File: src/design/pcfs_pkg.sv
`timescale 1ns / 1ps

package pcfs_pkg;

    // Input item codes
    localparam logic FUNC_LOAD  = 1'b0;
    localparam logic FUNC_QUERY = 1'b1;

    // Configuration register indexes
    localparam int unsigned CFG_INDEX_W = 4;
    localparam int unsigned CFG_DATA_W  = 16;
    localparam logic [CFG_INDEX_W-1:0] CFG_CHARGE_COUNT   = 4'd0;
    localparam logic [CFG_INDEX_W-1:0] CFG_STRENGTH_SCALE = 4'd1;
    localparam logic [15:0] SCALE_RESET = 16'd100;

    // Field accumulator format, Q19.28
    localparam int unsigned FIELD_W = 48;
    localparam logic signed [FIELD_W-1:0] FIELD_MAX = 48'sh7FFF_FFFF_FFFF;
    localparam logic signed [FIELD_W-1:0] FIELD_MIN = 48'sh8000_0000_0000;
    localparam logic signed [FIELD_W-1:0] COINC_TERM = 48'sd66;

    // Per charge divider: floor((n << 36) / m)
    localparam int unsigned DIV_NUM_W   = 32;
    localparam int unsigned DIV_SHIFT   = 36;
    localparam int unsigned DIV_Q_W     = DIV_NUM_W + DIV_SHIFT;
    localparam int unsigned DIV_DEN_W   = 58;
    localparam int unsigned TERM_MAG_W  = FIELD_W - 1;

    // Shared square root unit
    localparam int unsigned SQRT_W = 64;

    // Angle, units of 1/128 degree
    localparam logic signed [15:0] HALF_TURN = 16'sd23040;
    localparam int unsigned CORDIC_STEPS = 22;
    localparam logic [21:0] ATAN_TAB [CORDIC_STEPS] = '{
        22'd1474560, 22'd870484, 22'd459940, 22'd233473, 22'd117189, 22'd58652,
        22'd29333, 22'd14667, 22'd7334, 22'd3667, 22'd1833, 22'd917, 22'd458,
        22'd229, 22'd115, 22'd57, 22'd29, 22'd14, 22'd7, 22'd4, 22'd2, 22'd1
    };

    // One stored charge
    typedef struct packed {
        logic [15:0]        xpos;
        logic [15:0]        ypos;
        logic signed [15:0] value;
    } charge_entry_t;

endpackage

File: src/design/pcfs_div.sv
`timescale 1ns / 1ps

module pcfs_div (
    input  logic                                clk,
    input  logic                                rst_n,
    input  logic                                start,
    input  logic [pcfs_pkg::DIV_NUM_W-1:0]      numer,
    input  logic [pcfs_pkg::DIV_DEN_W-1:0]      denom,
    output logic                                done,
    output logic [pcfs_pkg::TERM_MAG_W-1:0]     quot_sat
);

    localparam int unsigned QW = pcfs_pkg::DIV_Q_W;
    localparam int unsigned DW = pcfs_pkg::DIV_DEN_W;
    localparam int unsigned TW = pcfs_pkg::TERM_MAG_W;
    localparam int unsigned CW = $clog2(QW);

    logic [QW-1:0] sr_reg;
    logic [DW-1:0] den_reg;
    logic [DW-1:0] rem_reg;
    logic [CW-1:0] cnt_reg;
    logic          run_reg;
    logic          done_reg;

    logic [DW:0]   rem_sh;
    logic          fits;

    // Restoring division: dividend bits leave the top, quotient bits enter below
    assign rem_sh = {rem_reg, sr_reg[QW-1]};
    assign fits   = rem_sh >= {1'b0, den_reg};

    always_ff @(posedge clk or negedge rst_n)
    begin
        if (!rst_n)
        begin
            run_reg  <= 1'b0;
            done_reg <= 1'b0;
            cnt_reg  <= '0;
        end
        else
        begin
            done_reg <= 1'b0;
            if (start)
            begin
                run_reg <= 1'b1;
                cnt_reg <= '0;
            end
            else if (run_reg)
            begin
                cnt_reg <= cnt_reg + 1'b1;
                if (cnt_reg == CW'(QW - 1))
                begin
                    run_reg  <= 1'b0;
                    done_reg <= 1'b1;
                end
            end
        end
    end

    always_ff @(posedge clk)
    begin
        if (start)
        begin
            sr_reg  <= {numer, {pcfs_pkg::DIV_SHIFT{1'b0}}};
            den_reg <= denom;
            rem_reg <= '0;
        end
        else if (run_reg)
        begin
            if (fits)
            begin
                rem_reg <= DW'(rem_sh - {1'b0, den_reg});
            end
            else
            begin
                rem_reg <= rem_sh[DW-1:0];
            end
            sr_reg <= {sr_reg[QW-2:0], fits};
        end
    end

    // Clamp the quotient to the largest field magnitude
    assign quot_sat = (|sr_reg[QW-1:TW]) ? {TW{1'b1}} : sr_reg[TW-1:0];
    assign done     = done_reg;

endmodule

File: config.mk
export PLATFORM = sky130hd
export DESIGN_NAME = pcfs_div
export DESIGN_NICKNAME = d
export VERILOG_FILES = /design/src/design/pcfs_pkg.sv /design/src/design/pcfs_div.sv
export SDC_FILE = /design/constraint.sdc
export NUM_CORES = 1
export LEC_CHECK = 0
export BUFFER_PORTS_ARGS = -buffer_cell sky130_fd_sc_hd__buf_2
export CORE_UTILIZATION = 64
export DETAILED_ROUTE_END_ITERATION = 8
export GPL_TIMING_DRIVEN = 1
export PLACE_DENSITY_LB_ADDON = 0.12
export SLEW_MARGIN = 20
export SYNTH_ARGS = -nofsm -noshare
export SYNTH_HDL_FRONTEND = slang
export SYNTH_SLANG_ARGS = --single-unit
File: constraint.sdc
create_clock -name clk -period 4.5 [get_ports clk]
set_clock_uncertainty 0.2 [all_clocks]
set_input_delay 0.45 -clock clk [delete_from_list [all_inputs] [get_ports clk]]
set_output_delay 0.45 -clock clk [all_outputs]
set_load 0.05 [all_outputs]
==> summary.md <==
| Metric | Value |
|---|---|
| Mapped Cells | 1188 |
| Fin. max-slew vios | 0 |
| Outcome | finished clean |
| Reg2reg path depth | 13 |
| Initial Util | around 66% |
| Antenna Nets Post-Route | 0 |
| Avg Inst Size Synth | 9.54 sq um |
| WP data arrival | 3.82 ns |
| DR iter-0 viols | 594 |
| Io pins | 141 |
| Placed insts | 1483 |
| Number of synthesized flops with an enable pin | 90 |
| DR WL/cell | 16.4 um |
| RSZ-0062 raised after global routing | no |
| LEAKAGE | 5.96 nW |
| Most frequent cells in the layout | buf_2 (139), nor2_1 (121), dfxtp_1 (94) |
| Warnings, synthesis | 0 |
| Critical path type | flop to flop |
| Crit path capture type | flop |
| Slew headroom | a little under a third |
| Final Hold Vio Count | 0 |
| Clk slew on worst S/H paths | ~0.07 ns |
| Final setup vio count | 0 |
| Die Y | around 140 um |
| Inserted Diodes | 0 |
| Number of remaining DRC errors | 0 |
| TNS Setup | 0 ns |
| Worst hold path type | input port to flop |
| Fin cells | roughly 1600 |
| Sequential area share after synthesis | a little over two fifths |
| Period utilisation layout | between 80% and 90% |
| Min-Delay Path Depth | 1 |
| Number of global-route vias before repair | 8947 |
| Final GP Congestion | between 0.9 and 1 |
| Peak VDD IR | 0.385 mV |
| Worst Tran Pin Value | 1.04 ns |
| Total track usage | between 20% and 30% |
| Pwr per Cell Area | 518 nW/um^2 |
| Clk_lat worst skew | 0.44 ns |
| # fillers | 1229 |
| DIE AREA | 18300 sq um |
| # nets final | 1488 |
| Clock sinks | 193 |
| Vias per cell | 5.88 |
| Drt pass-1 iters | 5 |
| Site Rows | 48 |
| Final wirelength | 25700 um |
| Initial antenna violation count | 0 |
| Commonest non-fill, non-tap cell in the layout | buf_2 |
| Chip width | ~140 um |
| Syn Nets | around 1300 |
| Setup bufs post-CTS | 0 |
| Req. time, crit path | 4.56 ns |
| Vias | 9252 |
| Max Freq | 266 MHz |
| H-tree Lvls | 4 |
| Yosys cell types | 70 |
| Fin crit period | around 3.8 ns |
| Reg area | 4810 sq um |
| DP HPWL | 17400 um |
| Top FF cell, synth | dfxtp_1 |
| Share of post-route cells with drive strength above 1 | 15.3% |
| Fin Hold WS | 0.0306 ns |
| Area growth from synthesis to layout | 16.3% |
| Async SR Flop Fraction | 4.66% |
| Synthesized area | 11300 sq um |
| Crit path max fanout | 29 |
| CTS Root Cell | clkbuf_16 |
| PortBufs | 140 |
| CTS tree | yes |
| Post-cts gate resize count | 0 |
| Startpoint class of the critical path | flop |
| Core Area | 17300 sq um |
| Inserted Clock Buffers | 17 |
| Largest register FFs | 68 |
| Overflow after GRT | 0 |
| Multi-input logic area | around 5800 sq um |
| First-pass GRT wire length | 41800 um |
| Largest net degree at the start of global routing | 105 |
| Synth Register Bits | 193 |
| Clock buffer depth | 2 |
| Max cap viols | 0 |
## area by class of cell
type                            instances  share of cell area, %
Timing Repair Buffer                  206                   10.4
Tap cell                              225                   2.14
Clock inverter                         13                  0.883
Sequential cell                       193                   36.5
Clock buffer                           19                   3.45
Multi-Input combinational cell        832                   44.2
Inverter                               85                   2.42
## power by group
| part | internal [W] | total (W) | switching, W |
|---|---|---|---|
| Clock | 0.000763 | 0.00148 | 0.000713 |
| Sequential | 0.00213 | 0.00234 | 0.000211 |
| Combinational | 0.00131 | 0.00301 | 0.00170 |
## per-stage QoR
stage                     utilization (%)  power (W)  area [sq um]  setup WS (ns)
after global placement               69.6    0.00521         12000          0.911
after floorplan                         -    0.00475         11300           1.43
final                                76.2    0.00682         13200          0.744
after global routing                 76.2    0.00722         13200          0.549
after CTS                            76.2    0.00679         13200          0.808
after detailed placement             69.6    0.00527         12000          0.858
## final timing paths
| check | startpoint | endpoint | slack (ns) |
|---|---|---|---|
| worst max-delay path | den_reg[17] | rem_reg[7] | 0.74 |
| worst min-delay path | denom[1] | den_reg[1] | 0.03 |
| worst max register to register | den_reg[17] | rem_reg[7] | 0.74 |
| worst min register to register | rem_reg[2] | rem_reg[2] | 0.27 |
| max in group asynchronous | rst_n | run_reg | 3.72 |
| min in group asynchronous | rst_n | cnt_reg[4] | 0.18 |
## Yosys cell counts, types with 5 or more instances
library cell	number	area share (%)
nand2_1	64	2.1
o211ai_1	15	0.99
inv_1	85	2.8
buf_2	7	0.31
o21ai_0	32	1.4
a211oi_1	46	3.0
nor3_1	9	0.40
nor2b_1	7	0.39
edfxtp_1	90	24
a21o_1	23	1.5
a221oi_1	5	0.39
a21oi_1	69	3.0
dfrtp_1	9	2.0
nor2_1	122	4.0
or3_1	6	0.33
a32oi_1	6	0.46
o21bai_1	15	0.99
xor2_1	21	1.6
a22o_1	30	2.3
xnor2_1	38	2.9
nand2b_1	50	2.8
nand4_1	30	1.7
mux2i_1	80	7.1
ha_1	59	6.5
o21ai_1	18	0.79
dfxtp_1	94	17
clkbuf_1	62	2.1
nor4_1	11	0.61
nand3_1	9	0.40
## timing repair
item	in CTS	in global routing
setup endpoints to repair	0	0
endpoints found under the hold margin	66	0
hold buffers	58	0
## critical path: stages (launching register included)
cell	delay, ns
edfxtp_1	0.34
inv_1	0.04
ha_1	0.41
a211o_1	0.36
a31oi_2	0.20
a21oi_1	0.11
a31o_2	0.26
a21oi_2	0.23
o21a_4	0.20
o211a_4	0.19
o21a_4	0.46
buf_12	0.23
mux2i_1	0.22
a211oi_1	0.10
## per-layer routing
layer  up-vias  wire length [um]  GRT usage [%]  share of wire [%]
li1       4577                 -              -                  -
met1      4375             11700           38.1                 45
met2       259             12300           47.2                 48
met3        41              1240           4.35                4.8
met4         0               515           9.74                2.0
met5         -                 0              0                  0
## cell families (layout without fill, tap and decap cells)
group	after synthesis	after routing	share of synthesized area, %
xor+xnor	59	59	4.56
compound gates	304	304	18.8
buf+inv	163	323	6.35
flops	193	193	42.4
mux	80	80	7.06
simple gates	329	329	14.1
fa+ha+maj	60	60	6.69
No activity file was read; power rests on OpenSTA's default activity.
