$ cat src/design/pcfs_pkg.sv
`timescale 1ns / 1ps

package pcfs_pkg;

    // Input item codes
    localparam logic FUNC_LOAD  = 1'b0;
    localparam logic FUNC_QUERY = 1'b1;

    // Configuration register indexes
    localparam int unsigned CFG_INDEX_W = 4;
    localparam int unsigned CFG_DATA_W  = 16;
    localparam logic [CFG_INDEX_W-1:0] CFG_CHARGE_COUNT   = 4'd0;
    localparam logic [CFG_INDEX_W-1:0] CFG_STRENGTH_SCALE = 4'd1;
    localparam logic [15:0] SCALE_RESET = 16'd100;

    // Field accumulator format, Q19.28
    localparam int unsigned FIELD_W = 48;
    localparam logic signed [FIELD_W-1:0] FIELD_MAX = 48'sh7FFF_FFFF_FFFF;
    localparam logic signed [FIELD_W-1:0] FIELD_MIN = 48'sh8000_0000_0000;
    localparam logic signed [FIELD_W-1:0] COINC_TERM = 48'sd66;

    // Per charge divider: floor((n << 36) / m)
    localparam int unsigned DIV_NUM_W   = 32;
    localparam int unsigned DIV_SHIFT   = 36;
    localparam int unsigned DIV_Q_W     = DIV_NUM_W + DIV_SHIFT;
    localparam int unsigned DIV_DEN_W   = 58;
    localparam int unsigned TERM_MAG_W  = FIELD_W - 1;

    // Shared square root unit
    localparam int unsigned SQRT_W = 64;

    // Angle, units of 1/128 degree
    localparam logic signed [15:0] HALF_TURN = 16'sd23040;
    localparam int unsigned CORDIC_STEPS = 22;
    localparam logic [21:0] ATAN_TAB [CORDIC_STEPS] = '{
        22'd1474560, 22'd870484, 22'd459940, 22'd233473, 22'd117189, 22'd58652,
        22'd29333, 22'd14667, 22'd7334, 22'd3667, 22'd1833, 22'd917, 22'd458,
        22'd229, 22'd115, 22'd57, 22'd29, 22'd14, 22'd7, 22'd4, 22'd2, 22'd1
    };

    // One stored charge
    typedef struct packed {
        logic [15:0]        xpos;
        logic [15:0]        ypos;
        logic signed [15:0] value;
    } charge_entry_t;

endpackage

$ cat src/design/pcfs_sqrt.sv
`timescale 1ns / 1ps

module pcfs_sqrt (
    input  logic                             clk,
    input  logic                             rst_n,
    input  logic                             start,
    input  logic [pcfs_pkg::SQRT_W-1:0]      radicand,
    output logic                             done,
    output logic [pcfs_pkg::SQRT_W/2-1:0]    root
);

    localparam int unsigned W  = pcfs_pkg::SQRT_W;
    localparam int unsigned H  = W / 2;
    localparam int unsigned CW = $clog2(H);

    logic [W-1:0]  rad_reg;
    logic [H:0]    rem_reg;
    logic [H-1:0]  root_reg;
    logic [CW-1:0] cnt_reg;
    logic          run_reg;
    logic          done_reg;

    logic [H+2:0]  rem_sh;
    logic [H+2:0]  trial;
    logic          fits;

    // One root bit per cycle, two radicand bits enter the remainder
    assign rem_sh = {rem_reg, rad_reg[W-1:W-2]};
    assign trial  = {1'b0, root_reg, 2'b01};
    assign fits   = rem_sh >= trial;

    always_ff @(posedge clk or negedge rst_n)
    begin
        if (!rst_n)
        begin
            run_reg  <= 1'b0;
            done_reg <= 1'b0;
            cnt_reg  <= '0;
        end
        else
        begin
            done_reg <= 1'b0;
            if (start)
            begin
                run_reg <= 1'b1;
                cnt_reg <= '0;
            end
            else if (run_reg)
            begin
                cnt_reg <= cnt_reg + 1'b1;
                if (cnt_reg == CW'(H - 1))
                begin
                    run_reg  <= 1'b0;
                    done_reg <= 1'b1;
                end
            end
        end
    end

    always_ff @(posedge clk)
    begin
        if (start)
        begin
            rad_reg  <= radicand;
            rem_reg  <= '0;
            root_reg <= '0;
        end
        else if (run_reg)
        begin
            rad_reg <= {rad_reg[W-3:0], 2'b00};
            if (fits)
            begin
                rem_reg  <= (H+1)'(rem_sh - trial);
                root_reg <= {root_reg[H-2:0], 1'b1};
            end
            else
            begin
                rem_reg  <= rem_sh[H:0];
                root_reg <= {root_reg[H-2:0], 1'b0};
            end
        end
    end

    assign done = done_reg;
    assign root = root_reg;

endmodule

$ cat config.mk
export PLATFORM = sky130hd
export DESIGN_NAME = pcfs_sqrt
export DESIGN_NICKNAME = d
export VERILOG_FILES = /design/src/design/pcfs_pkg.sv /design/src/design/pcfs_sqrt.sv
export SDC_FILE = /design/constraint.sdc
export NUM_CORES = 1
export LEC_CHECK = 0
export BUFFER_PORTS_ARGS = -buffer_cell sky130_fd_sc_hd__buf_2
export CAP_MARGIN = 20
export CORE_MARGIN = 2
export CORE_UTILIZATION = 45
export DETAILED_ROUTE_END_ITERATION = 6
export RECOVER_POWER = 50
export SLEW_MARGIN = 5
export SYNTH_ARGS = -nofsm -noshare
export SYNTH_HDL_FRONTEND = slang
export SYNTH_SLANG_ARGS = --single-unit
$ cat constraint.sdc
create_clock -name clk -period 2.9 [get_ports clk]
set_input_delay 0.58 -clock clk [delete_from_list [all_inputs] [get_ports clk]]
set_output_delay 0.58 -clock clk [all_outputs]
set_load 0.01 [all_outputs]
==> qor.csv <==
stage,metric,value,unit
outcome,outcome,finished with violations,
final_layout,ANT cells,0,
grt,GR Util All Layers,0.201,
synthesis,Post-synth EDFFs,64,
final_layout,area growth from synthesis to layout,19.1,%
worst_setup_path,Critical Path Fanout Max,4,
grt,pin count of the biggest net entering global routing,72,
timing,fmax,359,MHz
power_and_ir_drop,Power Dens Cells,1010,nW/um^2
worst_hold_path,Hold Path Cell Cnt,2,
timing,Final setup viols,0,
place,post-detail-place hpwl,12.7,mm
worst_setup_path,RR Startpoint,root[4],
timing,setup TNS,0,ns
timing,min Tclk post-route,2.78,ns
synthesis,synth warn,0,
synthesis,Post-Synthesis Net Count,844,
timing,clock skew,0.00876,ns
routing,DR iter-0 viols,276,
place,cell total after placement,1056,
floorplanning,chip height,135,um
clock_network,"CTS clk-pin slew, worst paths",0.06,ns
synthesis,"Async S/R FF share, synth",0.0515,
synthesis,leading post-synthesis cells by cell area,"edfxtp_1 (25%), dfxtp_1 (17%), mux2_2 (9.2%)",
timing,Worst-Margin Slew,1.62,ns
place,PortBufs,99,
worst_setup_path,"Req. time, crit path",3.21,ns
final_layout,Nets,960,
routing,DRC Markers,0,
final_layout,max reg flops,64,
timing,period utilization,0.960,
timing,endpoints failing hold,0,
floorplanning,Core Rows,47,
floorplanning,floorplan core area,16600,sq um
timing,Setup WS post-layout,0.117,ns
clock_network,htree depth,4,
grt,initial antenna violation count,0,
power_and_ir_drop,worst vdd ir,496,uV
worst_setup_path,CP Class,flop to flop,
place,gpl congestion,0.906,
worst_hold_path,min-delay src,radicand[0],
outcome,failing checks,"capacitance limit, slew limit",
timing,fin. max-slew vios,72,
worst_hold_path,Worst Hold Class,primary input to flop,
synthesis,syn_area_per_cell,10.4,sq um
routing,final WL,17.4,mm
synthesis,sequential area share after synthesis,0.441,
clock_network,CTS buffer count,17,
worst_setup_path,capturing point of the worst reg2reg path,rem_reg[29],
worst_hold_path,Worst Hold End,rad_reg[0],
worst_setup_path,Setup crit start kind,flop,
worst_setup_path,R2R cell count,11,
clock_network,Max Buffers Root-to-Sink,2,
job,max-cap violations,1,
final_layout,fin cells,1089,
clock_network,TritonCTS clock tree,done,
clock_network,Worst-Skew Late Latency,0.42,ns
routing,remaining antenna violation count,0,
timing,RSZ-0062 raised after global routing,false,
grt,number of global-route vias before repair,5892,
routing,drt first pass iters,5,
clock_network,Root Buffer,clkbuf_16,
routing,post-DR wirelength/cell,16.0,um
synthesis,leading area contributor after synthesis,edfxtp_1,
floorplanning,Die ar.,18200,sq um
routing,via count,5828,
final_layout,layout cell share with drive strength beyond 1,0.270,
floorplanning,Die Wd,135,um
clock_network,clk sinks,136,
worst_setup_path,crit path DAT,3.09,ns
power_and_ir_drop,PnR Total Power,9.28,mW
place,"worst slack, placed",-0.000837,ns
grt,Overflow after GRT,0,
power_and_ir_drop,leak pwr,4.01,nW
timing,Slew headroom,-0.0797,
worst_setup_path,worst reg2reg setup slack,0.12,ns
synthesis,post-synth top area share,0.250,
synthesis,Synth Instances,741,
synthesis,"Cell Area, Synth",7700,sq um
synthesis,post-synthesis register bit count,136,
synthesis,"Distinct cells, synth",73,
worst_setup_path,Setup crit end kind,flop,
synthesis,"Top FF cell, synth",dfxtp_1,
final_layout,final-layout fill cell count,1519,
grt,first-pass GRT wire length,29.1,mm
floorplanning,Initial Utilization,0.463,
routing,post-DR vias/cell,5.35,
floorplanning,I/O Pins,100,
-- cells in the final DEF (no fill, tap or decap), types with 23 or more instances in the layout --
master	n
a21oi_1	28
buf_2	73
buf_4	33
clkbuf_1	26
dfxtp_1	64
edfxtp_1	64
ha_1	33
inv_1	44
mux2_2	63
mux2i_1	57
nand2_1	45
nor2_1	84
o21ai_0	23
-- worst max-delay path, stage by stage (launching register included) --
cell and delay [ns]:
dfxtp_1 0.38, inv_1 0.06, ha_1 0.31, a21oi_1 0.25
o211ai_1 0.18, a2111oi_1 0.46, o21ai_1 0.19, a21boi_0 0.23
buf_4 0.16, o41ai_1 0.07, xor2_1 0.15, a31o_1 0.23
-- area by class of cell --
class	instances	area [sq um]	area share
clock inverter	13	121	0.0132
clock buffer	18	429	0.0468
timing repair buffer	137	802	0.0875
tap	220	275	0.0300
sequential	136	3400	0.371
multi-input combinational	521	3970	0.433
inverter	44	165	0.0180
-- worst max path at each step --
stage / from / end / slack (ns) / cells after the start
after detailed placement: root[9] / rem_reg[29] / -0.0008 / 11
after global routing: root[15] / rem_reg[32] / 0.001 / 9
after CTS: root[9] / rem_reg[29] / 0.04 / 11
final: root[4] / rem_reg[29] / 0.12 / 11
after global placement: root[9] / rem_reg[29] / 0.10 / 11
after floorplan: root[23] / rem_reg[20] / 0.26 / 12
-- timing repair --
item	in CTS	in global routing
resized for setup	1	15
pin swaps	0	2
endpoints found under the hold margin	7	0
buffers inserted	0	1
setup endpoints to repair	1	17
hold buffers	1	0
-- cells in the mapped netlist, drive strengths merged (7+ instances only) --
cell	n
a21o	9
inv	44
nor2	84
xnor2	16
mux2	63
o21ai	27
nor3	13
ha	36
dfxtp	65
a211oi	26
nand4	10
mux2i	57
dfrtp	7
nand3	9
clkbuf	23
edfxtp	64
buf	17
nand2	45
xor2	14
o211ai	7
a21oi	32
-- routing by layer --
metal  vias up  global-route usage  share of wire
li1       2908                   -              -
met1      2763               0.263           0.46
met2       139               0.318           0.47
met3        18              0.0604          0.056
met4         0              0.0667          0.013
met5         -                   0              0
-- report_power, final --
group	leakage (nW)	internal [mW]	switching [mW]
Sequential	1.30	2.31	0.178
Combinational	2.45	2.25	2.51
Clock	0.258	1.18	0.853
-- cells by family after synthesis --
| group | count (synthesis) | share of synthesized area |
|---|---|---|
| mux | 120 | 0.166 |
| xor+xnor | 30 | 0.0341 |
| compound gates | 145 | 0.135 |
| buf+inv | 84 | 0.0494 |
| simple gates | 190 | 0.115 |
| fa+ha+maj | 36 | 0.0585 |
| flops | 136 | 0.441 |
-- metrics by stage --
stage	hold slack, ns	area, sq um	util
global route	0.437	9170	0.551
CTS	0.416	9150	0.550
detailed placement	0.421	8590	0.516
global placement	0.415	8590	0.516
finish	0.440	9170	0.551
floorplan	0.284	7700	-
Power figures use the tool's default switching activity.
