### config.mk
export PLATFORM = sky130hd
export DESIGN_NAME = pcfs_cell
export DESIGN_NICKNAME = d
export VERILOG_FILES = /design/src/design/pcfs_pkg.sv /design/src/design/pcfs_cell.sv
export SDC_FILE = /design/constraint.sdc
export NUM_CORES = 1
export LEC_CHECK = 0
export ABC_AREA = 1
export BUFFER_PORTS_ARGS = -buffer_cell sky130_fd_sc_hd__buf_2
export CAP_MARGIN = 20
export CORE_MARGIN = 2
export CORE_UTILIZATION = 25
export CTS_CLUSTER_SIZE = 30
export DETAILED_ROUTE_END_ITERATION = 6
export GPL_TIMING_DRIVEN = 0
export PLACE_DENSITY_LB_ADDON = 0.25
export SLEW_MARGIN = 0
export SYNTH_ARGS = -nofsm -noshare
export SYNTH_HDL_FRONTEND = slang
export SYNTH_SLANG_ARGS = --single-unit
### constraint.sdc
create_clock -name clk -period 3.65 [get_ports clk]
set_input_delay 0.365 -clock clk [delete_from_list [all_inputs] [get_ports clk]]
set_output_delay 0.365 -clock clk [all_outputs]
set_load 0.03 [all_outputs]
### src/design/pcfs_pkg.sv
`timescale 1ns / 1ps

package pcfs_pkg;

    // Input item codes
    localparam logic FUNC_LOAD  = 1'b0;
    localparam logic FUNC_QUERY = 1'b1;

    // Configuration register indexes
    localparam int unsigned CFG_INDEX_W = 4;
    localparam int unsigned CFG_DATA_W  = 16;
    localparam logic [CFG_INDEX_W-1:0] CFG_CHARGE_COUNT   = 4'd0;
    localparam logic [CFG_INDEX_W-1:0] CFG_STRENGTH_SCALE = 4'd1;
    localparam logic [15:0] SCALE_RESET = 16'd100;

    // Field accumulator format, Q19.28
    localparam int unsigned FIELD_W = 48;
    localparam logic signed [FIELD_W-1:0] FIELD_MAX = 48'sh7FFF_FFFF_FFFF;
    localparam logic signed [FIELD_W-1:0] FIELD_MIN = 48'sh8000_0000_0000;
    localparam logic signed [FIELD_W-1:0] COINC_TERM = 48'sd66;

    // Per charge divider: floor((n << 36) / m)
    localparam int unsigned DIV_NUM_W   = 32;
    localparam int unsigned DIV_SHIFT   = 36;
    localparam int unsigned DIV_Q_W     = DIV_NUM_W + DIV_SHIFT;
    localparam int unsigned DIV_DEN_W   = 58;
    localparam int unsigned TERM_MAG_W  = FIELD_W - 1;

    // Shared square root unit
    localparam int unsigned SQRT_W = 64;

    // Angle, units of 1/128 degree
    localparam logic signed [15:0] HALF_TURN = 16'sd23040;
    localparam int unsigned CORDIC_STEPS = 22;
    localparam logic [21:0] ATAN_TAB [CORDIC_STEPS] = '{
        22'd1474560, 22'd870484, 22'd459940, 22'd233473, 22'd117189, 22'd58652,
        22'd29333, 22'd14667, 22'd7334, 22'd3667, 22'd1833, 22'd917, 22'd458,
        22'd229, 22'd115, 22'd57, 22'd29, 22'd14, 22'd7, 22'd4, 22'd2, 22'd1
    };

    // One stored charge
    typedef struct packed {
        logic [15:0]        xpos;
        logic [15:0]        ypos;
        logic signed [15:0] value;
    } charge_entry_t;

endpackage

### src/design/pcfs_cell.sv
`timescale 1ns / 1ps

module pcfs_cell (
    input  logic                   clk,
    input  logic                   load_en,
    input  pcfs_pkg::charge_entry_t load_data,
    input  logic                   shift_en,
    input  pcfs_pkg::charge_entry_t shift_data,
    output pcfs_pkg::charge_entry_t entry
);

    pcfs_pkg::charge_entry_t entry_reg;

    // Take a load, else take the neighbor's entry, else hold
    always_ff @(posedge clk)
    begin
        if (load_en)
        begin
            entry_reg <= load_data;
        end
        else if (shift_en)
        begin
            entry_reg <= shift_data;
        end
    end

    assign entry = entry_reg;

endmodule

==> results of run 1 <==
final timing paths:
kind / start / end / slack (ns)
min: shift_data[22] / entry[22] / 0.33
max: load_en / entry[28] / 2.24
stage by stage:
stage | util, % | setup slack [ns] | std cells
after global routing | 37.3 | 2.14 | 464
after detailed placement | 36.3 | 1.86 | 456
final | 37.3 | 2.24 | 464
after CTS | 37.3 | 2.19 | 464
after floorplan | - | 1.53 | 205
after global placement | 36.0 | 0.905 | 455
routing by layer:
layer / global-route usage (%) / up-vias / wire (um)
met2: 19.2 / 93 / 2380
met1: 12.8 / 801 / 2080
met5: 0 / - / 0
met4: 2.90 / 0 / 58
li1: - / 957 / -
met3: 4.51 / 8 / 571
tightest hold or removal path, cell delays in order:
cell	delay, ns
buf_2	0.07
nand2_1	0.04
nand2_1	0.04
layout make-up:
class,count,share of cell area [%]
Buffer,11,2.72
Clock buffer,5,2.27
Inverter,1,0.124
Timing Repair Buffer,146,24.6
Multi-Input combinational cell,145,18.0
Clock inverter,3,0.454
Tap cell,105,4.33
Sequential cell,48,47.5
cell usage in the layout, fill, tap and decap left out:
cell      instances
buf_2           151
buf_6             4
nand2_1         144
inv_2             1
edfxtp_1         48
clkbuf_8          5
clkinv_2          2
or2_2             1
clkinv_1          1
buf_12            1
buf_4             1
cells by family after synthesis:
logic type / count (synthesis) / synth area share (%)
simple gates: 145 / 26.4
buf+inv: 12 / 4.16
flops: 48 / 69.5
where the power goes:
part / switching (mW) / internal, mW
clock network: 0.169 / 0.130
logic: 0.209 / 0.103
registers: 0.0126 / 0.676
total: 0.391 / 0.909
cells in the mapped netlist:
library cell  instances  area (um2)
inv_2                 1        3.75
buf_6                 4        45.0
buf_2                 6        30.0
buf_4                 1        7.51
nand2_1             144         541
or2_1                 1        6.26
edfxtp_1             48        1440
==> impl_metrics.ini, run 1 <==
[die]
placementRows = 33
initial_core_util_pct = 25.5
coreArea_um2 = 8130
ioPinCount = 147
die_area_um2 = 9040
die_h_um = 95.1
die_w_um = 95.1

[timing]
totalNegativeSetupSlack_ns = 0
fmaxAchievable_ghz = 0.709
hold_viol_final = 0
timing.final.crit_period_ns = 1.41
setup_viol = 0
tightest_slew_ns = 0.541
slew_viol_final = 0
slew_headroom_pct = 63.9
fin_crit_sh_pct = 38.6
grt_setup_unrepaired = false
hold_ws_ns = 0.328

[grt]
grt_pass1_wl_um = 7580
grt_overflow = 0
antenna_found_initial = 0
first_global_vias = 1663
grt_max_degree = 29
grt_usage_pct = 11.1

[worst_setup_path]
start_kind = input port
crit_chain = buf_2, buf_6, or2_2, buf_12
cp_num_buf_inv = 3
critical_path_required_ns = 3.65
critPathMaxFanout = 28
endpoint_kind = flip-flop
arrival_ns = 1.41
path_depth = 4
critical_path.max_stage_delay_ns = 0.47
cpLargestDelayFamily = buffers and inverters
crit_path_top_delay_cell = or2_2
crit_type = in -> reg

[cts]
cts_buffers = 5
cts_hold_repair.buffers = 0
clockBufferDepth = 2
cts_sinks = 48
cts_resized = 0
root_buffer = clkbuf_8
cts.clk_slew.worst_paths_ns = 0.08
cts_tree = done
post_cts_buffers = 0
htreeDepth = 2

[layout]
fin_nets = 457
syn2layout_area_growth_pct = 46.3
multi_input_area_um2 = 547
design_area_um2 = 3030
layout-drive-gt1-share_pct = 46.2
n_antenna_cell = 0
nFillCells = 850
largest_reg_flops = 48
final-seq-area_um2 = 1440

[yosys]
ys_seq_elements = 48
synth_cell_type_count = 7
synth_area_um2 = 2070
syn_inst = 205
syn_avg_cell_area_um2 = 10.1
syn-num-nets = 304
synth_warnings = 0
ys_seq_area_share_pct = 69.5

[placed_design]
gp_congestion = 0.694
dp_hpwl_um = 3990
dpl_cell_area_um2 = 2950
port_buffers = 145

[pwr]
finalPower_mw = 1.30
irDropWorstVdd_v = 0.000152
p_leak_nw = 1.61
powerDensity_nw_per_um2 = 429

[routing]
firstDrtPassIters = 4
drcViolationCount = 0
vias_per_cell = 4.01
drt_iter0_markers = 30
num_vias = 1859
wl_um = 5080
route.detailed.wl_per_inst_um = 11.0
ant_nets = 0

[worst_hold_path]
min_path_type = in -> reg
holdPathStages = 3

[status]
outcome = finished, final reports clean

[flow_run]
max-cap-violations = 0
Note: power is estimated with default switching activity, not from simulation.
==> run 2: changes to the inputs <==
--- a/config.mk
+++ b/config.mk
@@ -5,7 +5,7 @@
 export SDC_FILE = /design/constraint.sdc
 export NUM_CORES = 1
 export LEC_CHECK = 0
-export ABC_AREA = 1
+export ABC_AREA = 0
 export BUFFER_PORTS_ARGS = -buffer_cell sky130_fd_sc_hd__buf_2
 export CAP_MARGIN = 20
 export CORE_MARGIN = 2
==> constraint.sdc (replaced) <==
create_clock -name clk -period 1.5 [get_ports clk]
set_input_delay 0.15 -clock clk [delete_from_list [all_inputs] [get_ports clk]]
set_output_delay 0.15 -clock clk [all_outputs]
set_load 0.03 [all_outputs]
==> run 2 against run 1 <==
Net effect:
- via count decreased by 23%
- final cell count down 22%
- utilization increased by 0.26 points
- combinational power is 140% higher
- clock power grew to 3.1 times the previous value
- sequential share of layout area decreased by 0.33 points
- synthesized cell count down 50%
- highest routed layer unchanged
- die area shrank 0.35%
- critical path depth did not move
- worst hold slack worse by 0.18 ns
- worst setup slack worse by 1.9 ns
- critical path type unchanged
==> impl_metrics.ini, run 2 <==
[yosys]
yosysTopAreaCell = edfxtp_1
ys_seq_area_share_pct = 69.7
ys_seq_elements = 48
synth_area_um2 = 2070
synth_commonest_cells = edfxtp_1 (48), mux2_2 (39), mux2_4 (9)
syn_avg_cell_area_um2 = 20.3
synth_top_area_share_pct = 69.7
yosys-top-cells-area = edfxtp_1 (70%), mux2_2 (21%), mux2_4 (6.5%)
syn-num-nets = 201
synth_top_flop_cell = edfxtp_1
syn_inst = 102
synth_warnings = 0
synth_cell_type_count = 6
async_flop_share_pct = 0
synth_most_common_cell = edfxtp_1
synth_edf_count = 48

[routing]
vias_per_cell = 3.97
ant_nets = 0
drt_iter0_markers = 8
num_vias = 1434
firstDrtPassIters = 3
route.detailed.wl_per_inst_um = 13.1
drcViolationCount = 0
wl_um = 4710

[worst_hold_path]
min_path_type = in -> reg
holdPathStages = 2
whs_endpoint = entry[41]
min-delay-start = load_data[41]

[layout]
final_cell_mix = buf_2 (145), edfxtp_1 (48), mux2_2 (39)
layout-drive-gt1-share_pct = 80.9
syn2layout_area_growth_pct = 47.8
nFillCells = 817
layout.cells.non_filler = 361
multi_input_area_um2 = 581
final-seq-area_um2 = 1440
fin_nets = 354
n_antenna_cell = 0
design_area_um2 = 3060
largest_reg_flops = 48
final_common_cell = buf_2

[timing]
hold_viol_final = 0
tightest_slew_ns = 0.487
totalNegativeSetupSlack_ns = 0
setup_viol = 0
timing.final.crit_period_ns = 1.19
slew_headroom_pct = 67.5
slew_viol_final = 0
fmaxAchievable_ghz = 0.841
fin_crit_sh_pct = 79.3
hold_ws_ns = 0.147
grt_setup_unrepaired = false

[status]
outcome = finished, final reports clean

[pwr]
p_leak_nw = 1.38
p_clk_share_pct = 27.4
finalPower_mw = 3.36
power_frac_seq_pct = 50.0
irDropWorstVdd_v = 0.000336
intPower_mw = 2.44
switchingPower_uw = 919
powerDensity_nw_per_um2 = 1100
switching_share_pct = 27.4
comb_power_share_pct = 22.6

[worst_setup_path]
critPathMaxFanout = 30
arrival_ns = 1.19
crit_type = in -> reg
start_kind = input port
endpoint_kind = flip-flop
critical_path_required_ns = 1.50

[placed_design]
gp_congestion = 0.664
placed_cells = 353
dp_hpwl_um = 3770
port_buffers = 145
dpl_cell_area_um2 = 2940

[grt]
grt_pass1_wl_um = 6940
antenna_found_initial = 0
grt_usage_pct = 10.2
first_global_vias = 1488
grt_max_degree = 31
grt_overflow = 0

[cts]
cts_sinks = 48
root_buffer = clkbuf_8
cts_tree = done
cts_buffers = 5
clockBufferDepth = 2
post_cts_buffers = 0
cts_resized = 0
cts.clk_slew.worst_paths_ns = 0.09
cts_hold_repair.buffers = 0
htreeDepth = 2

[die]
placementRows = 33
initial_core_util_pct = 25.4
die_w_um = 94.9
coreArea_um2 = 8130
die_area_um2 = 9010
die_h_um = 94.9
ioPinCount = 147

[flow_run]
max-cap-violations = 0
-- run 2: changes by cell type in the layout (fill, tap and decap cells not counted) --
| cell | delta |
|---|---|
| buf_2 | -6 |
| buf_4 | +2 |
| buf_6 | -2 |
| bufinv_16 | +1 |
| clkinv_2 | -2 |
| clkinv_4 | +1 |
| inv_2 | -1 |
| mux2_2 | +39 |
| mux2_4 | +9 |
| nand2_1 | -144 |
-- run 2: cells by family after synthesis --
kind of cell  after synthesis  synth area share [%]
buf+inv                     5                  2.18
flops                      48                  69.7
mux                        48                  27.8
simple gates                1                 0.303
-- run 2: metrics by stage --
step / util [%] / setup WS [ns]
6_report: 37.6 / 0.311
5_1_grt: 37.6 / 0.195
4_1_cts: 37.6 / 0.277
3_5_place_dp: 36.2 / -0.0454
3_3_place_gp: 35.9 / -0.343
2_1_floorplan: - / 0.0182
-- run 2: power groups by stage --
stage	registers (mW)	clock network, mW	logic (mW)
after floorplan	2.02	0	0.166
after global placement	1.71	0	0.761
after detailed placement	1.71	0	0.772
after CTS	1.68	0.965	0.773
after global routing	1.70	1.00	0.813
final	1.68	0.920	0.760
-- run 2: cell type report --
class / instances / area share, %
sequential: 48 / 47.2
buffer: 5 / 1.47
clock inverter: 3 / 1.39
timing repair buffer: 146 / 24.4
tap: 105 / 4.30
multi-input combinational: 49 / 19.0
clock buffer: 5 / 2.25
-- run 2: worst max path at each step --
stage          slack [ns]  startpoint   endpoint
3_5_place_dp        -0.05     load_en  entry[16]
5_1_grt              0.19     load_en  entry[24]
3_3_place_gp        -0.34     load_en  entry[24]
4_1_cts              0.28     load_en  entry[27]
2_1_floorplan        0.02     load_en   entry[0]
6_report             0.31     load_en  entry[21]
-- run 2: metal layers --
layer | part of all wire (%) | track usage, % | up-vias
li1 | - | - | 706
met1 | 41 | 11.1 | 636
met2 | 49 | 18.7 | 88
met3 | 8.1 | 2.00 | 4
met4 | 1.4 | 4.83 | 0
met5 | 0 | 0 | -
-- run 2: worst max-delay path, stage by stage --
cell and delay, ns:
buf_6 0.13, buf_6 0.18, or2_2 0.45, buf_12 0.27
