### config.mk
export PLATFORM = sky130hd
export DESIGN_NAME = pcfs_cordic
export DESIGN_NICKNAME = d
export VERILOG_FILES = /design/src/design/pcfs_pkg.sv /design/src/design/pcfs_cordic.sv
export SDC_FILE = /design/constraint.sdc
export NUM_CORES = 1
export LEC_CHECK = 0
export CAP_MARGIN = 40
export CORE_ASPECT_RATIO = 0.9
export CORE_MARGIN = 3
export CORE_UTILIZATION = 55
export CTS_CLUSTER_DIAMETER = 40
export DETAILED_ROUTE_END_ITERATION = 10
export DONT_BUFFER_PORTS = 1
export GPL_TIMING_DRIVEN = 0
export HOLD_SLACK_MARGIN = 0.15
export PLACE_DENSITY = 0.7
export SYNTH_ARGS = -nofsm -noshare
export SYNTH_HDL_FRONTEND = slang
export SYNTH_SLANG_ARGS = --single-unit
export TNS_END_PERCENT = 100
### constraint.sdc
create_clock -name clk -period 7.15 [get_ports clk]
set_input_delay 2.145 -clock clk [delete_from_list [all_inputs] [get_ports clk]]
set_output_delay 2.145 -clock clk [all_outputs]
set_load 0.03 [all_outputs]
### src/design/pcfs_pkg.sv
`timescale 1ns / 1ps

package pcfs_pkg;

    // Input item codes
    localparam logic FUNC_LOAD  = 1'b0;
    localparam logic FUNC_QUERY = 1'b1;

    // Configuration register indexes
    localparam int unsigned CFG_INDEX_W = 4;
    localparam int unsigned CFG_DATA_W  = 16;
    localparam logic [CFG_INDEX_W-1:0] CFG_CHARGE_COUNT   = 4'd0;
    localparam logic [CFG_INDEX_W-1:0] CFG_STRENGTH_SCALE = 4'd1;
    localparam logic [15:0] SCALE_RESET = 16'd100;

    // Field accumulator format, Q19.28
    localparam int unsigned FIELD_W = 48;
    localparam logic signed [FIELD_W-1:0] FIELD_MAX = 48'sh7FFF_FFFF_FFFF;
    localparam logic signed [FIELD_W-1:0] FIELD_MIN = 48'sh8000_0000_0000;
    localparam logic signed [FIELD_W-1:0] COINC_TERM = 48'sd66;

    // Per charge divider: floor((n << 36) / m)
    localparam int unsigned DIV_NUM_W   = 32;
    localparam int unsigned DIV_SHIFT   = 36;
    localparam int unsigned DIV_Q_W     = DIV_NUM_W + DIV_SHIFT;
    localparam int unsigned DIV_DEN_W   = 58;
    localparam int unsigned TERM_MAG_W  = FIELD_W - 1;

    // Shared square root unit
    localparam int unsigned SQRT_W = 64;

    // Angle, units of 1/128 degree
    localparam logic signed [15:0] HALF_TURN = 16'sd23040;
    localparam int unsigned CORDIC_STEPS = 22;
    localparam logic [21:0] ATAN_TAB [CORDIC_STEPS] = '{
        22'd1474560, 22'd870484, 22'd459940, 22'd233473, 22'd117189, 22'd58652,
        22'd29333, 22'd14667, 22'd7334, 22'd3667, 22'd1833, 22'd917, 22'd458,
        22'd229, 22'd115, 22'd57, 22'd29, 22'd14, 22'd7, 22'd4, 22'd2, 22'd1
    };

    // One stored charge
    typedef struct packed {
        logic [15:0]        xpos;
        logic [15:0]        ypos;
        logic signed [15:0] value;
    } charge_entry_t;

endpackage

### src/design/pcfs_cordic.sv
`timescale 1ns / 1ps

module pcfs_cordic (
    input  logic                                   clk,
    input  logic                                   rst_n,
    input  logic                                   start,
    input  logic signed [pcfs_pkg::FIELD_W-1:0]    fx,
    input  logic signed [pcfs_pkg::FIELD_W-1:0]    fy,
    output logic                                   done,
    output logic signed [15:0]                     angle
);

    localparam int unsigned FW = pcfs_pkg::FIELD_W;

    typedef enum logic [3:0] {
        C_IDLE = 4'b0001,
        C_NORM = 4'b0010,
        C_ROT  = 4'b0100,
        C_FIN  = 4'b1000
    } cordic_state_t;

    cordic_state_t      state_reg;
    logic [FW-1:0]      ax_reg;
    logic [FW-1:0]      ay_reg;
    logic               neg_reg;
    logic signed [15:0] base_reg;
    logic signed [33:0] cx_reg;
    logic signed [33:0] cy_reg;
    logic signed [23:0] z_reg;
    logic [4:0]         i_reg;
    logic signed [15:0] angle_reg;
    logic               done_reg;

    logic [FW-1:0]      mag_or;
    logic signed [33:0] sx;
    logic signed [33:0] sy;
    logic signed [33:0] cx0;
    logic signed [23:0] tab_step;
    logic signed [23:0] z_round;
    logic signed [16:0] ang_sum;

    assign mag_or   = ax_reg | ay_reg;
    assign sx       = cx_reg >>> i_reg;
    assign sy       = cy_reg >>> i_reg;
    assign cx0      = $signed({4'b0000, ax_reg[29:0]});
    assign tab_step = $signed({2'b00, pcfs_pkg::ATAN_TAB[i_reg]});
    assign z_round  = (z_reg + 24'sd128) >>> 8;
    assign ang_sum  = 17'(base_reg) + 17'(z_round);

    always_ff @(posedge clk or negedge rst_n)
    begin
        if (!rst_n)
        begin
            state_reg <= C_IDLE;
            done_reg  <= 1'b0;
        end
        else
        begin
            done_reg <= 1'b0;
            case (state_reg)
                C_IDLE:
                begin
                    if (start)
                    begin
                        if (fx == '0 && fy == '0)
                        begin
                            done_reg <= 1'b1;
                        end
                        else
                        begin
                            state_reg <= C_NORM;
                        end
                    end
                end
                C_NORM:
                begin
                    if (!(|mag_or[FW-1:30]) && mag_or[29])
                    begin
                        state_reg <= C_ROT;
                    end
                end
                C_ROT:
                begin
                    if (i_reg == 5'(pcfs_pkg::CORDIC_STEPS - 1))
                    begin
                        state_reg <= C_FIN;
                    end
                end
                C_FIN:
                begin
                    done_reg  <= 1'b1;
                    state_reg <= C_IDLE;
                end
                default:
                begin
                    state_reg <= C_IDLE;
                end
            endcase
        end
    end

    always_ff @(posedge clk)
    begin
        case (state_reg)
            C_IDLE:
            begin
                if (start)
                begin
                    // Fold the left half plane onto the right one
                    ax_reg   <= fx[FW-1] ? FW'(-fx) : fx;
                    ay_reg   <= fy[FW-1] ? FW'(-fy) : fy;
                    neg_reg  <= fx[FW-1] ? (!fy[FW-1] && fy != '0) : fy[FW-1];
                    base_reg <= fx[FW-1] ? (fy[FW-1] ? -pcfs_pkg::HALF_TURN
                                                     : pcfs_pkg::HALF_TURN) : 16'sd0;
                    angle_reg <= 16'sd0;
                end
            end
            C_NORM:
            begin
                // Bring the larger magnitude into [2^29, 2^30)
                if (|mag_or[FW-1:30])
                begin
                    ax_reg <= ax_reg >> 1;
                    ay_reg <= ay_reg >> 1;
                end
                else if (!mag_or[29])
                begin
                    ax_reg <= ax_reg << 1;
                    ay_reg <= ay_reg << 1;
                end
                else
                begin
                    cx_reg <= cx0;
                    cy_reg <= neg_reg ? -$signed({4'b0000, ay_reg[29:0]})
                                      : $signed({4'b0000, ay_reg[29:0]});
                    z_reg  <= 24'sd0;
                    i_reg  <= 5'd0;
                end
            end
            C_ROT:
            begin
                // Rotate toward the x axis
                if (!cy_reg[33])
                begin
                    cx_reg <= cx_reg + sy;
                    cy_reg <= cy_reg - sx;
                    z_reg  <= z_reg + tab_step;
                end
                else
                begin
                    cx_reg <= cx_reg - sy;
                    cy_reg <= cy_reg + sx;
                    z_reg  <= z_reg - tab_step;
                end
                i_reg <= i_reg + 5'd1;
            end
            C_FIN:
            begin
                if (ang_sum > 17'(pcfs_pkg::HALF_TURN))
                begin
                    angle_reg <= pcfs_pkg::HALF_TURN;
                end
                else if (ang_sum < -17'(pcfs_pkg::HALF_TURN))
                begin
                    angle_reg <= -pcfs_pkg::HALF_TURN;
                end
                else
                begin
                    angle_reg <= ang_sum[15:0];
                end
            end
            default:
            begin
            end
        endcase
    end

    assign done  = done_reg;
    assign angle = angle_reg;

endmodule

==> flow_metrics.py, run 1 <==
metrics = {
    "synth": {
        "seq_area_frac_synth_pct": 28.0,
        "syn-cell-area_mm2": 0.0233,
        "synth.avg_cell_area_um2": 8.77,
        "syn-num-nets": 2875,
        "ys.flop_type": "sky130_fd_sc_hd__edfxtp_1",
        "ys_types": 84,
        "ys.warnings.count": 0,
        "ys_ff_latch": 218,
        "number_of_enable_type_register_cells_in_the_synthesized_netlist": 213,
        "async_reset_ff_share_pct": 2.29,
        "synthCells": 2661,
    },
    "cts": {
        "cts-buffers-inserted": 37,
        "cts_num_sinks": 218,
        "cts.clk_slew.worst_paths_ns": 0.06,
        "ctsHtreeMaxLevel": 2,
        "insertion_delay_ns": 0.55,
        "cts_tree": "built",
        "post_cts_hold_buffer_count": 0,
        "cts_root_buf": "sky130_fd_sc_hd__clkbuf_16",
        "clock_tree.buffer_depth": 3,
    },
    "worst_setup_path": {
        "critical-path-top-delay-family": "compound AO/OA/AOI/OAI gates",
        "worst-setup-path-type": "flop to flop",
        "cp.arrival_ns": 7.37,
        "critical_path.startpoint_type": "flop",
        "regToRegEndpoint": "cx_reg[29]$_DFFE_PP_",
        "cp_slowest_stage_delay_ns": 0.79,
        "cp-end-kind": "flop",
        "cp-endpoint": "cx_reg[29]$_DFFE_PP_",
        "path_length_in_cells_of_the_critical_path": 23,
        "setup.worst_path.start": "i_reg[4]$_SDFFCE_PN0P_",
        "critical_r2r_launch": "i_reg[4]$_SDFFCE_PN0P_",
        "required_time_reported_for_the_critical_path_endpoint_ns": 7.41,
        "worst_reg2reg_path_depth": 23,
        "timing.reg2reg.setup_slack_ns": 0.04,
        "crit_chain": "inv_1, buf_1, clkbuf_1, a21oi_2, and2_4, ha_1, inv_1, or4_1, nor2b_1, and2_2, a31oi_1, a22oi_2, ha_2, a21o_1, a21o_1, a221oi_1, nor2_1, a2111oi_2, a21oi_1, or2_2, a21oi_1, xor2_1, o21ai_0",
        "worst-path-max-fanout": 10,
        "timing.critical_path.slowest_stage_cell": "sky130_fd_sc_hd__edfxtp_1",
        "critical_path.n_buffers_inverters": 4,
    },
    "drt": {
        "route.antenna.remaining_nets": 0,
        "via_count": 23600,
        "iteration_count_of_the_initial_detailed_routing_pass": 6,
        "detail_route.vias_per_cell": 7.16,
        "wirelength_um": 93400,
        "wire_per_inst_um": 28.4,
        "drc_errors": 0,
        "detail_route.iter0.violations": 3462,
    },
    "sta": {
        "final_skew_ns": 0.0384,
        "report.final.hold_viol_count": 0,
        "fmaxAchievable_mhz": 141,
        "timing.final.crit_share_pct": 99.5,
        "drv_slew": 0,
        "report.final.setup_viol": 0,
        "timing.slew.headroom_pct": 29.4,
        "timing.hold.ws_ns": 0.558,
        "fin_crit_ns": 7.11,
        "worst_pin_slew_ns": 1.05,
    },
    "run": {
        "timing.max_cap.violations": 0,
    },
    "placed_design": {
        "placed_cell_area_mm2": 0.0242,
        "buffer_ports.inserted": 0,
        "placed_cells": 3217,
        "dp_hpwl_um": 72500,
        "finalWeightedCongestion": 1.14,
    },
    "pwr": {
        "static-leakage-power_uw": 0.00946,
        "worst_ir_drop_vdd_v": 0.000291,
        "power.total_uw": 5050,
        "cellPowerDensity_mw_per_mm2": 196,
    },
    "final_layout": {
        "flow.area_growth_from_synthesis_pct": 10.6,
        "instances_no_fill": 3289,
        "num-fill-cells": 3434,
        "drive_above_1_share_pct": 11.0,
        "final_design_area_no_fill_mm2": 0.0258,
        "fin_nets": 2933,
    },
    "floorplanning": {
        "initial_utilization_pct": 56.5,
        "die-height_um": 201,
        "floorplan.die_area_mm2": 0.0449,
        "floorplan_row_count": 70,
        "die_width_um": 223,
        "io-pin-count": 116,
        "core-area_mm2": 0.0413,
    },
    "global_route": {
        "global_route_wire_length_before_repair_um": 139000,
        "total_routing_usage_reported_by_global_routing_pct": 40.1,
        "grt-ovfl-total": 0,
        "vias_in_the_first_global_route": 22500,
        "grt_antenna_before_repair": 1,
        "grt_max_degree": 57,
    },
    "run_status": {
        "result_of_the_run": "finished, final reports clean",
    },
    "hold_path": {
        "hold_path.class": "flop to flop",
    },
}
==> cells in the mapped netlist (17+ instances only) <==
library cell	count	share of area, %
sky130_fd_sc_hd__and2_1	28	0.75
sky130_fd_sc_hd__nand3_1	45	0.97
sky130_fd_sc_hd__nand2b_1	33	0.89
sky130_fd_sc_hd__mux2_2	33	1.6
sky130_fd_sc_hd__o41ai_1	19	0.71
sky130_fd_sc_hd__nor2b_1	17	0.46
sky130_fd_sc_hd__mux2i_1	111	4.8
sky130_fd_sc_hd__a21oi_1	211	4.5
sky130_fd_sc_hd__buf_1	25	0.40
sky130_fd_sc_hd__o31ai_1	51	1.6
sky130_fd_sc_hd__and3_1	26	0.70
sky130_fd_sc_hd__a21o_1	47	1.5
sky130_fd_sc_hd__clkbuf_1	100	1.6
sky130_fd_sc_hd__o21ai_0	204	4.4
sky130_fd_sc_hd__a22oi_1	17	0.55
sky130_fd_sc_hd__nand2_1	279	4.5
sky130_fd_sc_hd__nor2_1	236	3.8
sky130_fd_sc_hd__nor3_1	49	1.1
sky130_fd_sc_hd__mux4_2	77	7.4
sky130_fd_sc_hd__or3_1	23	0.62
sky130_fd_sc_hd__inv_1	64	1.0
sky130_fd_sc_hd__buf_2	24	0.51
sky130_fd_sc_hd__edfxtp_1	213	27
sky130_fd_sc_hd__o22ai_1	22	0.59
sky130_fd_sc_hd__nor4_1	27	0.72
sky130_fd_sc_hd__xor2_1	106	4.0
sky130_fd_sc_hd__a211oi_1	37	1.2
sky130_fd_sc_hd__o21a_1	21	0.68
sky130_fd_sc_hd__a31oi_1	25	0.67
sky130_fd_sc_hd__xnor2_1	170	6.4
sky130_fd_sc_hd__or4_1	24	0.77
sky130_fd_sc_hd__ha_1	111	6.0
==> power breakdown <==
part | leakage (uW) | switching, uW | internal [uW] | total, uW
Combinational | 0.00674 | 689 | 371 | 1060
Sequential | 0.00210 | 302 | 1850 | 2150
Clock | 0.000624 | 728 | 1120 | 1850
Total | 0.00946 | 1720 | 3340 | 5050
==> logic make-up (layout without fill, tap and decap cells) <==
family                     Yosys count  after routing  share of synthesized area, %
and+or+nand+nor                    842            842                          17.1
AOI/OAI and AO/OA                  770            770                          20.8
xor gates and xnor gates           276            276                          10.4
muxes                              221            221                          13.8
buffers and inverters              219            305                          3.75
DFF                                218            218                          28.0
adders and majority gates          115            115                          6.30
other                                0              2                             0
==> what timing repair did <==
action	4_1_cts	5_1_grt
hold endpoints to repair	0	0
gates resized for setup	40	45
buffers inserted	1	5
endpoints found under the setup margin	40	27
pin swaps	1	3
==> worst min-delay path by stage <==
stage | from | slack [ns] | endpoint | cells past startpoint
floorplan | ax_reg[0]$_DFFE_PP_ | 0.52 | cx_reg[0]$_DFFE_PP_ | 2
global placement | ax_reg[0]$_DFFE_PP_ | 0.54 | cx_reg[0]$_DFFE_PP_ | 2
detailed placement | ay_reg[34]$_DFFE_PP_ | 0.54 | ay_reg[33]$_DFFE_PP_ | 2
CTS | ay_reg[34]$_DFFE_PP_ | 0.56 | ay_reg[33]$_DFFE_PP_ | 2
global route | ay_reg[43]$_DFFE_PP_ | 0.58 | ay_reg[42]$_DFFE_PP_ | 2
finish | ay_reg[34]$_DFFE_PP_ | 0.56 | ay_reg[33]$_DFFE_PP_ | 2
==> worst register-to-register path: stages, from the launching register on <==
cell                        delay (ns)
sky130_fd_sc_hd__edfxtp_1         0.79
sky130_fd_sc_hd__inv_1            0.35
sky130_fd_sc_hd__buf_1            0.45
sky130_fd_sc_hd__clkbuf_1         0.47
sky130_fd_sc_hd__a21oi_2          0.30
sky130_fd_sc_hd__and2_4           0.22
sky130_fd_sc_hd__ha_1             0.18
sky130_fd_sc_hd__inv_1            0.06
sky130_fd_sc_hd__or4_1            0.62
sky130_fd_sc_hd__nor2b_1          0.18
sky130_fd_sc_hd__and2_2           0.23
sky130_fd_sc_hd__a31oi_1          0.12
sky130_fd_sc_hd__a22oi_2          0.40
sky130_fd_sc_hd__ha_2             0.40
sky130_fd_sc_hd__a21o_1           0.22
sky130_fd_sc_hd__a21o_1           0.20
sky130_fd_sc_hd__a221oi_1         0.31
sky130_fd_sc_hd__nor2_1           0.10
sky130_fd_sc_hd__a2111oi_2        0.26
sky130_fd_sc_hd__a21oi_1          0.16
sky130_fd_sc_hd__or2_2            0.29
sky130_fd_sc_hd__a21oi_1          0.22
sky130_fd_sc_hd__xor2_1           0.23
sky130_fd_sc_hd__o21ai_0          0.10
==> layer usage <==
metal / global-route usage, % / vias up / routed length (um)
met4: 18.1 / 0 / 5160
met2: 59.4 / 1713 / 39400
li1: - / 10200 / -
met1: 55.1 / 11400 / 37400
met5: 0 / - / 0
met3: 10.9 / 325 / 11400
==> metrics by stage <==
stage / setup WS [ns] / TNS [ns] / util, %
2_1_floorplan: 0.692 / 0 / -
3_3_place_gp: -2.52 / -261.99 / 58.2
3_5_place_dp: -1.16 / -18.27 / 58.8
4_1_cts: 0.0166 / 0 / 62.1
5_1_grt: -0.0350 / -0.0787 / 62.5
6_report: 0.0393 / 0 / 62.5
==> cell type report <==
type	count	area, um^2	share of cell area [%]
diodes	2	5.00	0.0194
well taps	540	676	2.62
inverters	64	244	0.946
clock inverters	26	288	1.12
repair buffers	22	254	0.985
flip-flops and latches	218	6520	25.3
plain buffers	152	718	2.78
clock buffers	41	972	3.77
multi-input cells	2224	16100	62.5
==> cell usage in the layout (no fill, tap or decap), drive strengths merged, types with 17 or more instances in the layout <==
master / netlist / layout
a211oi: 37 / 37
o31ai: 51 / 51
o41ai: 20 / 20
inv: 64 / 71
mux2i: 111 / 111
mux4: 77 / 77
and3: 26 / 26
nor3: 49 / 49
and2: 28 / 28
nor4: 27 / 27
a21oi: 211 / 211
ha: 111 / 111
a21o: 47 / 47
a22oi: 17 / 17
o22ai: 22 / 22
a31oi: 25 / 25
nor2: 236 / 236
or3: 25 / 25
xor2: 106 / 106
mux2: 33 / 33
edfxtp: 213 / 213
o21a: 21 / 21
nand3: 45 / 45
xnor2: 170 / 170
nand2b: 33 / 33
o21ai: 205 / 205
buf: 55 / 71
clkbuf: 100 / 144
nor2b: 17 / 17
or4: 29 / 29
nand2: 279 / 279
Power figures use the tool's default switching activity.
==> run 2: changes to the inputs <==
==> constraint.sdc (replaced) <==
create_clock -name clk -period 7.15 [get_ports clk]
set_input_delay 0.715 -clock clk [delete_from_list [all_inputs] [get_ports clk]]
set_output_delay 0.715 -clock clk [all_outputs]
set_load 0.03 [all_outputs]
==> run 2 against run 1 <==
  * The flow now finishes with violations (negative setup slack)
  * First-iteration DRC count down 3.9%
  * Flip-flop and latch count stayed put
  * Non-clock buffer count up 1
  * Die area did not move
  * Via count is 0.48% lower
  * Cell count about the same
  * Combinational power hardly changed
  * Critical path type unchanged
==> flow_metrics.py, run 2 (synthesis gave the netlist of run 1 again) <==
metrics = {
    "cts": {
        "insertion_delay_ns": 0.56,
        "cts-buffers-inserted": 37,
        "cts_root_buf": "sky130_fd_sc_hd__clkbuf_16",
        "cts.clk_slew.worst_paths_ns": 0.06,
        "cts_num_sinks": 218,
        "cts_tree": "built",
        "ctsHtreeMaxLevel": 2,
        "clock_tree.buffer_depth": 3,
    },
    "placed_design": {
        "buffer_ports.inserted": 0,
        "finalWeightedCongestion": 1.14,
        "dp_hpwl_um": 72500,
        "placed_cell_area_mm2": 0.0242,
    },
    "drt": {
        "route.antenna.remaining_nets": 0,
        "via_count": 23500,
        "detail_route.vias_per_cell": 7.13,
        "wirelength_um": 93300,
        "wire_per_inst_um": 28.4,
        "drc_errors": 0,
        "iteration_count_of_the_initial_detailed_routing_pass": 6,
        "detail_route.iter0.violations": 3327,
    },
    "final_layout": {
        "flow.area_growth_from_synthesis_pct": 10.6,
        "layout.area.seq_mm2": 0.00652,
        "fin_nets": 2934,
        "layout.cells.most_common_list": "278 x sky130_fd_sc_hd__nand2_1, 234 x sky130_fd_sc_hd__nor2_1, 213 x sky130_fd_sc_hd__edfxtp_1, 209 x sky130_fd_sc_hd__a21oi_1, 197 x sky130_fd_sc_hd__o21ai_0",
        "num-fill-cells": 3431,
        "area_occupied_by_multi_input_gates_mm2": 0.0161,
        "mostFrequentLayoutCell": "sky130_fd_sc_hd__nand2_1",
        "final_design_area_no_fill_mm2": 0.0258,
        "n_antenna_cell": 0,
        "drive_above_1_share_pct": 11.0,
    },
    "pwr": {
        "static-leakage-power_uw": 0.00947,
        "worst_ir_drop_vdd_v": 0.000295,
        "cellPowerDensity_mw_per_mm2": 196,
    },
    "run_status": {
        "result_of_the_run": "finished with violations",
        "failed_checks": "negative setup slack",
    },
    "floorplanning": {
        "die_width_um": 223,
        "die-height_um": 201,
        "floorplan_row_count": 70,
        "io-pin-count": 116,
        "floorplan.die_area_mm2": 0.0449,
        "initial_utilization_pct": 56.5,
        "core-area_mm2": 0.0413,
    },
    "run": {
        "timing.max_cap.violations": 0,
    },
    "hold_path": {
        "hold_path.class": "input port to flop",
    },
    "sta": {
        "report.final.setup_viol": 3,
        "report.final.hold_viol_count": 0,
        "fin_crit_ns": 7.19,
        "timing.final.crit_share_pct": 101,
        "drv_slew": 0,
        "timing.slew.headroom_pct": 27.3,
        "setup-tns-final_ns": -0.0757,
        "final.setup.worst_slack_ns": -0.0408,
        "final_skew_ns": 0.0412,
        "fmaxAchievable_mhz": 139,
        "worst_pin_slew_ns": 1.08,
    },
    "global_route": {
        "total_routing_usage_reported_by_global_routing_pct": 40.2,
        "vias_in_the_first_global_route": 22400,
        "grt_max_degree": 57,
        "global_route_wire_length_before_repair_um": 139000,
        "grt_antenna_before_repair": 1,
        "grt-ovfl-total": 0,
    },
    "worst_setup_path": {
        "cp-end-kind": "flop",
        "worst-setup-path-type": "flop to flop",
        "timing.reg2reg.setup_slack_ns": -0.04,
        "required_time_reported_for_the_critical_path_endpoint_ns": 7.42,
        "critical_path.startpoint_type": "flop",
        "worst-path-max-fanout": 10,
        "cp.arrival_ns": 7.46,
    },
}
[run 2: timing repair]
item                                    4_1_cts  5_1_grt
endpoints found under the hold margin         5        0
setup buffers                                 1        5
endpoints found under the setup margin       40       27
resized for setup                            40       45
pin swaps                                     1        3
gates cloned                                  0        0
hold buffers                                  1        0
[run 2: final timing paths]
path / from / endpoint / cells past startpoint
max: i_reg[4]$_SDFFCE_PN0P_ / cx_reg[31]$_SDFFCE_PN0P_ / 23
min: fx[47] / base_reg[9]$_SDFFCE_PN0P_ / 0
max reg2reg: i_reg[4]$_SDFFCE_PN0P_ / cx_reg[31]$_SDFFCE_PN0P_ / 23
min reg2reg: ay_reg[34]$_DFFE_PP_ / ay_reg[33]$_DFFE_PP_ / 2
max in group asynchronous: rst_n / state_reg[0]$_DFFE_PN1P_ / 1
min in group asynchronous: rst_n / state_reg[2]$_DFFE_PN0P_ / 1
[run 2: through the flow]
| stage | worst slack [ns] | power (uW) | hold slack, ns | std cells | util (%) |
|---|---|---|---|---|---|
| after floorplan | 0.692 | 2810 | 0.419 | 2661 | - |
| after global placement | -2.52 | 3160 | 0.420 | 3201 | 58.2 |
| after detailed placement | -1.16 | 3190 | 0.420 | 3217 | 58.8 |
| after CTS | 0.0166 | 5020 | 0.264 | 3284 | 62.1 |
| after global routing | -0.0241 | 5250 | 0.260 | 3288 | 62.6 |
| final | -0.0408 | 5050 | 0.270 | 3288 | 62.6 |
[run 2: metal layers]
layer / vias to the layer above / track usage (%) / part of all wire (%)
li1: 10200 / - / -
met1: 11300 / 55.1 / 40
met2: 1678 / 59.4 / 42
met3: 301 / 10.9 / 13
met4: 0 / 18.0 / 5.4
met5: - / 0 / 0
[run 2: power by group]
part,internal (uW),switching [uW],total [uW]
sequential,1850,300,2150
clock,1120,729,1850
combinational,371,687,1060
total,3340,1720,5050
[run 2: final cells by class]
cell class / count / area share, %
plain buffers: 152 / 2.78
clock buffers: 41 / 3.77
clock inverters: 26 / 1.12
inverters: 64 / 0.946
multi-input cells: 2224 / 62.5
flip-flops and latches: 218 / 25.3
well taps: 540 / 2.62
repair buffers: 23 / 1.02
[run 2: critical path: stages, from the launching register on]
cell,delay [ns]
sky130_fd_sc_hd__edfxtp_1,0.82
sky130_fd_sc_hd__inv_1,0.34
sky130_fd_sc_hd__buf_1,0.45
sky130_fd_sc_hd__clkbuf_1,0.48
sky130_fd_sc_hd__a21oi_2,0.30
sky130_fd_sc_hd__and2_4,0.22
sky130_fd_sc_hd__ha_1,0.18
sky130_fd_sc_hd__inv_1,0.06
sky130_fd_sc_hd__or4_1,0.63
sky130_fd_sc_hd__nor2b_1,0.18
sky130_fd_sc_hd__and2_2,0.23
sky130_fd_sc_hd__a31oi_1,0.12
sky130_fd_sc_hd__a22oi_2,0.39
sky130_fd_sc_hd__ha_2,0.40
sky130_fd_sc_hd__a21o_1,0.22
sky130_fd_sc_hd__a21o_1,0.20
sky130_fd_sc_hd__a221oi_1,0.31
sky130_fd_sc_hd__nor2_1,0.10
sky130_fd_sc_hd__a2111oi_2,0.27
sky130_fd_sc_hd__a21oi_1,0.17
sky130_fd_sc_hd__o2111a_1,0.29
sky130_fd_sc_hd__or3_1,0.37
sky130_fd_sc_hd__xnor2_1,0.14
sky130_fd_sc_hd__nor2_1,0.05
